$ cat src/rtl/core/gifx_pkg.sv
package gifx_pkg;

  localparam logic [7:0] LblGc   = 8'hF9;
  localparam logic [7:0] LblComm = 8'hFE;
  localparam logic [7:0] LblApp  = 8'hFF;

  localparam logic [7:0] GcSize   = 8'd4;
  localparam logic [7:0] AppSize  = 8'd11;
  localparam logic [7:0] AppIdLen = 8'd8;
  localparam logic [7:0] AppAuLen = 8'd3;

  localparam int unsigned OutDataW = 48;

  typedef enum logic [2:0] {
    KIND_GC_DONE  = 3'd0,
    KIND_COMMENT  = 3'd1,
    KIND_APP_ID   = 3'd2,
    KIND_EXT_END  = 3'd3,
    KIND_BAD_GC   = 3'd4,
    KIND_BAD_APP  = 3'd5,
    KIND_BAD_TERM = 3'd6
  } gifx_kind_e;

  typedef struct packed {
    logic        valid;
    gifx_kind_e  kind;
    logic [7:0]  data_byte;
    logic [2:0]  disposal;
    logic        user_wait;
    logic        transparent;
    logic [15:0] delay;
    logic [7:0]  trans_index;
    logic [7:0]  ext_label;
  } gifx_res_t;

endpackage

$ cat src/rtl/core/gifx_parse_fsm.sv
module gifx_parse_fsm
  import gifx_pkg::*;
(
  input  logic       clk_i,
  input  logic       rst_ni,
  input  logic       step_i,
  input  logic [7:0] byte_i,
  output gifx_res_t  res_o
);

  typedef enum logic [10:0] {
    PH_LABEL    = 11'b000_0000_0001,
    PH_GC_SIZE  = 11'b000_0000_0010,
    PH_GC_BODY  = 11'b000_0000_0100,
    PH_GC_TERM  = 11'b000_0000_1000,
    PH_CM_SIZE  = 11'b000_0001_0000,
    PH_CM_DATA  = 11'b000_0010_0000,
    PH_APP_SIZE = 11'b000_0100_0000,
    PH_APP_ID   = 11'b000_1000_0000,
    PH_APP_AUTH = 11'b001_0000_0000,
    PH_SK_SIZE  = 11'b010_0000_0000,
    PH_SK_DATA  = 11'b100_0000_0000
  } phase_e;

  phase_e      phase_q, phase_d;
  logic [7:0]  count_q, count_d;
  logic [7:0]  label_q, label_d;
  logic [7:0]  flags_q, flags_d;
  logic [15:0] delay_q, delay_d;
  logic [7:0]  index_q, index_d;
  logic [7:0]  count_dec;

  assign count_dec = count_q - 8'd1;

  always_comb begin
    phase_d = phase_q;
    count_d = count_q;
    label_d = label_q;
    flags_d = flags_q;
    delay_d = delay_q;
    index_d = index_q;
    res_o                   = '0;
    res_o.ext_label         = label_q;

    case (phase_q)
      PH_LABEL: begin
        label_d = byte_i;
        if (byte_i == LblGc) begin
          phase_d = PH_GC_SIZE;
        end else if (byte_i == LblComm) begin
          phase_d = PH_CM_SIZE;
        end else if (byte_i == LblApp) begin
          phase_d = PH_APP_SIZE;
        end else begin
          phase_d = PH_SK_SIZE;
        end
      end
      PH_GC_SIZE: begin
        if (byte_i != GcSize) begin
          phase_d     = PH_LABEL;
          res_o.valid = 1'b1;
          res_o.kind  = KIND_BAD_GC;
        end else begin
          count_d = GcSize;
          phase_d = PH_GC_BODY;
        end
      end
      PH_GC_BODY: begin
        if (count_q == 8'd4) begin
          flags_d = byte_i;
        end else if (count_q == 8'd3) begin
          delay_d = {delay_q[15:8], byte_i};
        end else if (count_q == 8'd2) begin
          delay_d = {byte_i, delay_q[7:0]};
        end else begin
          index_d = byte_i;
        end
        count_d = count_dec;
        if (count_dec == 8'd0) begin
          phase_d = PH_GC_TERM;
        end
      end
      PH_GC_TERM: begin
        phase_d           = PH_LABEL;
        res_o.valid       = 1'b1;
        res_o.kind        = (byte_i == 8'd0) ? KIND_GC_DONE : KIND_BAD_TERM;
        res_o.disposal    = flags_q[4:2];
        res_o.user_wait   = flags_q[1];
        res_o.transparent = flags_q[0];
        res_o.delay       = delay_q;
        res_o.trans_index = index_q;
      end
      PH_CM_SIZE, PH_SK_SIZE: begin
        if (byte_i == 8'd0) begin
          phase_d     = PH_LABEL;
          res_o.valid = 1'b1;
          res_o.kind  = KIND_EXT_END;
        end else begin
          count_d = byte_i;
          phase_d = (phase_q == PH_CM_SIZE) ? PH_CM_DATA : PH_SK_DATA;
        end
      end
      PH_CM_DATA: begin
        count_d = count_dec;
        if (count_dec == 8'd0) begin
          phase_d = PH_CM_SIZE;
        end
        res_o.valid     = 1'b1;
        res_o.kind      = KIND_COMMENT;
        res_o.data_byte = byte_i;
      end
      PH_SK_DATA: begin
        count_d = count_dec;
        if (count_dec == 8'd0) begin
          phase_d = PH_SK_SIZE;
        end
      end
      PH_APP_SIZE: begin
        if (byte_i != AppSize) begin
          phase_d     = PH_LABEL;
          res_o.valid = 1'b1;
          res_o.kind  = KIND_BAD_APP;
        end else begin
          count_d = AppIdLen;
          phase_d = PH_APP_ID;
        end
      end
      PH_APP_ID: begin
        count_d = count_dec;
        if (count_dec == 8'd0) begin
          count_d = AppAuLen;
          phase_d = PH_APP_AUTH;
        end
        res_o.valid     = 1'b1;
        res_o.kind      = KIND_APP_ID;
        res_o.data_byte = byte_i;
      end
      PH_APP_AUTH: begin
        count_d = count_dec;
        if (count_dec == 8'd0) begin
          phase_d = PH_SK_SIZE;
        end
      end
      default: begin
        phase_d = PH_LABEL;
      end
    endcase
  end

  always_ff @(posedge clk_i or negedge rst_ni) begin
    if (!rst_ni) begin
      phase_q <= PH_LABEL;
      count_q <= '0;
      label_q <= '0;
      flags_q <= '0;
      delay_q <= '0;
      index_q <= '0;
    end else if (step_i) begin
      phase_q <= phase_d;
      count_q <= count_d;
      label_q <= label_d;
      flags_q <= flags_d;
      delay_q <= delay_d;
      index_q <= index_d;
    end
  end

endmodule

$ cat src/rtl/core/gif_extension_block_parser.sv
// each input beat is held in the input register, and the result beat it causes in the output register
// throughput: one input beat per cycle, sustained while the output side is ready
// the output register lets a new beat in while a finished result waits to be taken
// reset (rst_ni low, asynchronous) empties both stages and returns the parser
// to awaiting a label with all stored fields cleared
module gif_extension_block_parser
  import gifx_pkg::*;
(
  input  logic                clk_i,
  input  logic                rst_ni,
  input  logic                s_axis_tvalid,
  output logic                s_axis_tready,
  input  logic [7:0]          s_axis_tdata,   // in_byte[7:0]
  output logic                m_axis_tvalid,
  input  logic                m_axis_tready,
  // data_byte[7:0], disposal[10:8], user_wait[11], transparent[12], delay[28:13],
  // trans_index[36:29], ext_label[44:37], zero[47:45]
  output logic [OutDataW-1:0] m_axis_tdata,
  output logic [2:0]          m_axis_tuser    // kind[2:0]
);

  logic       in_valid_q;
  logic [7:0] in_byte_q;
  logic       out_valid_q;
  gifx_res_t  out_q;
  gifx_res_t  res;
  logic       advance;
  logic       step;

  assign advance       = !out_valid_q || m_axis_tready;
  assign step          = in_valid_q && advance;
  assign s_axis_tready = !in_valid_q || advance;

  gifx_parse_fsm u_fsm (
    .clk_i  (clk_i),
    .rst_ni (rst_ni),
    .step_i (step),
    .byte_i (in_byte_q),
    .res_o  (res)
  );

  always_ff @(posedge clk_i or negedge rst_ni) begin
    if (!rst_ni) begin
      in_valid_q  <= 1'b0;
      out_valid_q <= 1'b0;
    end else begin
      if (s_axis_tready) begin
        in_valid_q <= s_axis_tvalid;
      end
      if (advance) begin
        out_valid_q <= step && res.valid;
      end
    end
  end

  always_ff @(posedge clk_i) begin
    if (s_axis_tready && s_axis_tvalid) begin
      in_byte_q <= s_axis_tdata;
    end
    if (step && res.valid) begin
      out_q <= res;
    end
  end

  assign m_axis_tvalid = out_valid_q;
  assign m_axis_tuser  = out_q.kind;
  assign m_axis_tdata  = {3'b000, out_q.ext_label, out_q.trans_index, out_q.delay,
                          out_q.transparent, out_q.user_wait, out_q.disposal,
                          out_q.data_byte};

endmodule

$ cat config.mk
export PLATFORM = sky130hd
export DESIGN_NAME = gif_extension_block_parser
export DESIGN_NICKNAME = d
export VERILOG_FILES = /design/src/rtl/core/gifx_pkg.sv /design/src/rtl/core/gifx_parse_fsm.sv /design/src/rtl/core/gif_extension_block_parser.sv
export SDC_FILE = /design/constraint.sdc
export NUM_CORES = 1
export LEC_CHECK = 0
export BUFFER_PORTS_ARGS = -buffer_cell sky130_fd_sc_hd__buf_2
export CAP_MARGIN = 20
export CORE_UTILIZATION = 45
export CTS_CLUSTER_DIAMETER = 150
export DETAILED_ROUTE_END_ITERATION = 6
export SLEW_MARGIN = 25
export SYNTH_ARGS = -nofsm -noshare
export SYNTH_HDL_FRONTEND = slang
export SYNTH_HIERARCHICAL = 1
export SYNTH_SLANG_ARGS = --single-unit
$ cat constraint.sdc
create_clock -name clk_i -period 5.27 [get_ports clk_i]
set_input_delay 1.054 -clock clk_i [delete_from_list [all_inputs] [get_ports clk_i]]
set_output_delay 1.054 -clock clk_i [all_outputs]
set_load 0.01 [all_outputs]
== Word-level counts from Yosys, hierarchy flattened ==
Index checks and enable logic that the tools add are counted.
Widths: inputs -> output; s select.

* Register bits after elaboration: 114
* Bits of input ports: 12
* Output and inout port bits: 53
* Logic and storage cells: 92

* Add/subtract/negate cells: 1
* Eq/ne operators: 26
* Mux-type cells: 23
* Bitwise operators: 3
* Reductions and logical operators: 21

{| class="wikitable"
|+ Operator list
! cell !! number
|-
| $mux 11 || 8
|-
| $pmux 11 s8 || 1
|-
| $mux 8 || 6
|-
| $pmux 8 s5 || 1
|-
| $eq 8x8->1 const B || 3
|-
| $pmux 4 s6 || 1
|-
| $reduce_and 5->1 || 4
|-
| $eq 8x2->1 const B || 2
|-
| $logic_not 8->1 || 2
|-
| $mux 4 || 3
|-
| $eq 11x1->1 const B || 1
|-
| $eq 11x10->1 const B || 1
|-
| $eq 11x11->1 const B || 1
|-
| $eq 11x2->1 const B || 1
|-
| $eq 11x3->1 const B || 1
|-
| $eq 11x4->1 const B || 1
|-
| $eq 11x5->1 const B || 1
|-
| $eq 11x6->1 const B || 1
|-
| $eq 11x7->1 const B || 1
|-
| $eq 11x8->1 const B || 1
|-
| $eq 11x9->1 const B || 1
|-
| $mux 10 || 1
|-
| $eq 8x3->1 const B || 1
|-
| $ne 2x1->1 const B || 4
|-
| 15 further kinds || 26
|}

== Logic depth before layout (Yosys ltp) ==
* Depth in word-level cells: 5
* Mapped depth: 10
* Depth with buffers taken out: 8

== Hierarchy ==
The synthesis kept the hierarchy.

{| class="wikitable"
|+ By module, submodules not included
! module !! times used !! cells an instance !! area an instance (µm²) !! sequential area each (µm²)
|-
| gifx_parse_fsm || 1 || 345 || 3424.5 || 1402.6
|-
| gif_extension_block_parser || 1 || 70 || 1819.2 || 1731.7
|}

== Worst setup path before layout ==
Ideal clock, no wire load.

* Path type: reg-to-reg
* Start point: reg in_byte_q[4]
* End point: reg out_q (netlist bit m_axis_tdata[0]) (enable)
* Data arrival time: 3.751 ns
* Data required time: 4.811 ns
* Slack: 1.060 ns
* Stages on the path, launching flop included: 7
* Period minus slack after synthesis: 4.210 ns
* Cell sequence: edfxtp_1 > nor4_1 > nand2_1 > o41ai_2 > a2111o_1 > nand2_1 > nor2b_1

{| class="wikitable"
|+ RTL lines
! item !! RTL line !! source
|-
| start: declaration || gif_extension_block_parser.sv:23 || <nowiki>logic [7:0] in_byte_q;</nowiki>
|-
| start signal: assignment || gif_extension_block_parser.sv:58 || <nowiki>in_byte_q <= s_axis_tdata;</nowiki>
|-
| end signal: assignment || gif_extension_block_parser.sv:61 || <nowiki>out_q <= res;</nowiki>
|-
| end: declaration || gif_extension_block_parser.sv:25 || <nowiki>gifx_res_t out_q;</nowiki>
|}

==> results.json <==
{
  "status": "complete, no violations",
  "nets": 492,
  "cts_setup_buffers": 0,
  "insertion_delay_ns": 0.41,
  "report.final.slew_viol_count": 0,
  "worstMarginPinSlew_ns": 0.941,
  "async_reset_ff_frac": 0.509,
  "drive_above_1_share": 0.316,
  "r2r_slack_ns": 2.11,
  "avgRoutedWirePerCell_um": 18.7,
  "r2r-start": "in_byte_q[4]",
  "die_height_um": 110,
  "hpwl_mm": 8.14,
  "cts_buffers": 17,
  "syn2layout_area_growth_pct": 18.4,
  "hp-start": "u_fsm/label_q[0]",
  "grt_pass1_vias": 3498,
  "postCtsResizedCells": 0,
  "via_per_inst": 5.55,
  "postRouteAntennaNets": 0,
  "ys_ff_latch": 114,
  "yosysUniqueCellTypes": 65,
  "slowest_delay_ns": 0.59,
  "grt_max_degree": 59,
  "finalSetupTns_ns": 0,
  "max_clock_freq_mhz": 317,
  "path_cells": "nor4_1 -> nand2_1 -> o41ai_2 -> a2111o_1 -> nand2_1 -> nor2b_4 -> buf_4",
  "arrival_ns": 3.21,
  "port_buffers": 61,
  "fin_crit_ns": 3.16,
  "clock_sinks": 114,
  "critPathKind": "register to register",
  "path_max_fanout": 38,
  "synth-compound-area-share": 0.0859,
  "synthMuxAreaShare": 0.0830,
  "clk_pin_slew_worst_paths_ns": 0.06,
  "grt_pass1_wl_mm": 18.6,
  "die_area_sq_um": 12100,
  "design.core.area_sq_um": 11400,
  "end_kind": "register",
  "rows": 39,
  "synth.avg_cell_area_sq_um": 12.6,
  "p_leak_uw": 0.00264,
  "drtIter0Drc": 226,
  "vias": 3500,
  "gp_congestion": 0.911,
  "ys.flop_type": "dfrtp_1",
  "overflow": 0,
  "synth_edf_count": 56,
  "synth-xor-area-share": 0.0134,
  "grt_usage": 0.216,
  "cp.required_ns": 5.32,
  "skew_ns": 0.00971,
  "dr.pass1.iters": 5,
  "cpMostUsedCell": "nand2_1",
  "holdWs_ns": 0.438,
  "synthSimpleGateAreaFrac": 0.180,
  "r2r_cells": 7,
  "min_to": "m_axis_tdata[37]",
  "finalHoldViolations": 0,
  "final_util": 0.546,
  "synth_top_family_by_area": "simple AND/OR/NAND/NOR gates",
  "synthCells": 415,
  "io-pin-count": 65,
  "synth_area_sq_um": 5240,
  "cts_hold_buf": 0,
  "rsz0062_at_grt": "no",
  "cts_htree_levels": 4,
  "cts_buffer_depth": 2,
  "grt_antenna_before_repair": 0,
  "ir_drop_v": 0.000213,
  "cts_tree": "built",
  "power_per_cell_area_nw_per_um2": 440,
  "fin_crit_sh": 0.599,
  "max_slew_margin": 0.367,
  "setup_viol": 0,
  "cap_viol_max_count": 0,
  "synth_adder_area_share": 0.0119,
  "start_util": 0.461,
  "synth-seq-area-share": 0.598,
  "root_buffer": "clkbuf_16",
  "diodes": 0,
  "r2r-end": "m_axis_tdata[0]",
  "die_x_um": 110,
  "min_path_cells": 0,
  "drc_errors": 0,
  "ys_warn_count": 6,
  "start_kind": "register",
  "hold_class": "register to register",
  "drt-total-wl_mm": 11.8,
  "critPathSlowestCell": "nor4_1"
}
cell usage in the layout (no fill, tap or decap), types with 3 or more instances in the layout:
cell,synthesis,final
and2_1,41,41
o21ai_0,14,14
o41ai_2,3,3
ha_1,5,5
clkbuf_16,0,17
nor3_2,4,4
nand3_1,7,7
inv_1,4,4
mux2_2,32,32
a211oi_1,4,4
a221oi_1,3,3
or3b_2,3,3
buf_4,3,3
and4_1,3,3
nand2b_1,3,3
nor4_1,7,7
conb_1,1,3
xnor2_1,5,5
nand4_1,6,6
nor3_1,6,6
nor2b_1,4,3
a22o_1,5,5
buf_2,6,61
xor2_1,3,3
clkbuf_1,14,3
edfxtp_1,56,56
mux2_4,5,5
o31ai_1,5,5
clkinvlp_4,0,4
nand2_1,44,44
dfrtp_1,57,57
nor2_1,17,17
routing by layer:
layer | global-route usage | wire, um | part of all wire
met4 | 0.0924 | 293 | 0.025
met2 | 0.345 | 5730 | 0.49
met3 | 0.0563 | 622 | 0.053
met1 | 0.278 | 5150 | 0.44
met5 | 0 | 0 | 0
cells by family (layout without fill, tap and decap cells):
family,count (synthesis),after routing
AO/OA/AOI/OAI,57,57
AND/OR/NAND/NOR,164,164
multiplexers,37,37
buffers and inverters,29,100
other,1,3
flip-flops,114,114
XOR/XNOR,8,8
adder cells (fa/ha/maj),5,5
cell usage after synthesis, drive strengths merged (5+ instances only):
master	n	share of area
xnor2	5	0.0084
nor4	8	0.011
ha	5	0.012
nand4	7	0.0095
edfxtp	56	0.32
buf	11	0.014
o31ai	5	0.0072
nand3	7	0.0067
and2	42	0.051
clkbuf	14	0.010
nand2	45	0.033
nor3	10	0.013
o21ai	15	0.014
mux2	37	0.083
a22o	5	0.0084
dfrtp	57	0.27
nor2	18	0.014
through the flow:
stage	total power, uW	setup slack (ns)	cells	cell area [sq um]
CTS	2750	2.12	631	6210
floorplan	1510	1.06	417	5250
global route	2860	1.88	631	6210
global placement	1630	2.17	599	5640
detailed placement	1640	2.13	599	5640
finish	2730	2.11	631	6210
state kept, by name (all words and copies together), names as in the netlist:
register,cells
m_axis_tuser,3
in_byte_q,8
u_fsm/index_q,8
m_axis_tvalid,1
u_fsm/count_q,8
u_fsm/flags_q,5
in_valid_q,1
m_axis_tdata,45
u_fsm/delay_q,16
u_fsm/label_q,8
u_fsm/phase_q,11
layout make-up:
| class | count | area [sq um] |
|---|---|---|
| multi-input combinational | 274 | 1980 |
| fill | 993 | 5160 |
| clock inverter | 12 | 135 |
| sequential | 114 | 3130 |
| clock buffer | 20 | 437 |
| tap | 143 | 179 |
| timing repair buffer | 64 | 328 |
| inverter | 4 | 15.0 |
worst max-delay path: cells and delay by family, from the launching register on:
kind | cells | cell delay [ns]
compound gates | 2 | 0.55
buf+inv | 1 | 0.49
flops | 1 | 0.52
simple gates | 4 | 1.22
where the power goes:
group	internal (uW)	total, uW	switching (uW)
sequential	1020	1130	109
clock	697	1100	407
combinational	210	504	294
worst max path at each step:
stage,from,depth (start not counted),to
floorplan,in_byte_q[4],6,m_axis_tdata[0]
global placement,u_fsm/phase_q[6],8,m_axis_tdata[40]
detailed placement,u_fsm/phase_q[6],8,m_axis_tdata[39]
CTS,u_fsm/phase_q[6],8,m_axis_tdata[6]
global route,in_byte_q[4],7,m_axis_tdata[6]
finish,in_byte_q[4],7,m_axis_tdata[0]
(Power assumes the default switching activity.)
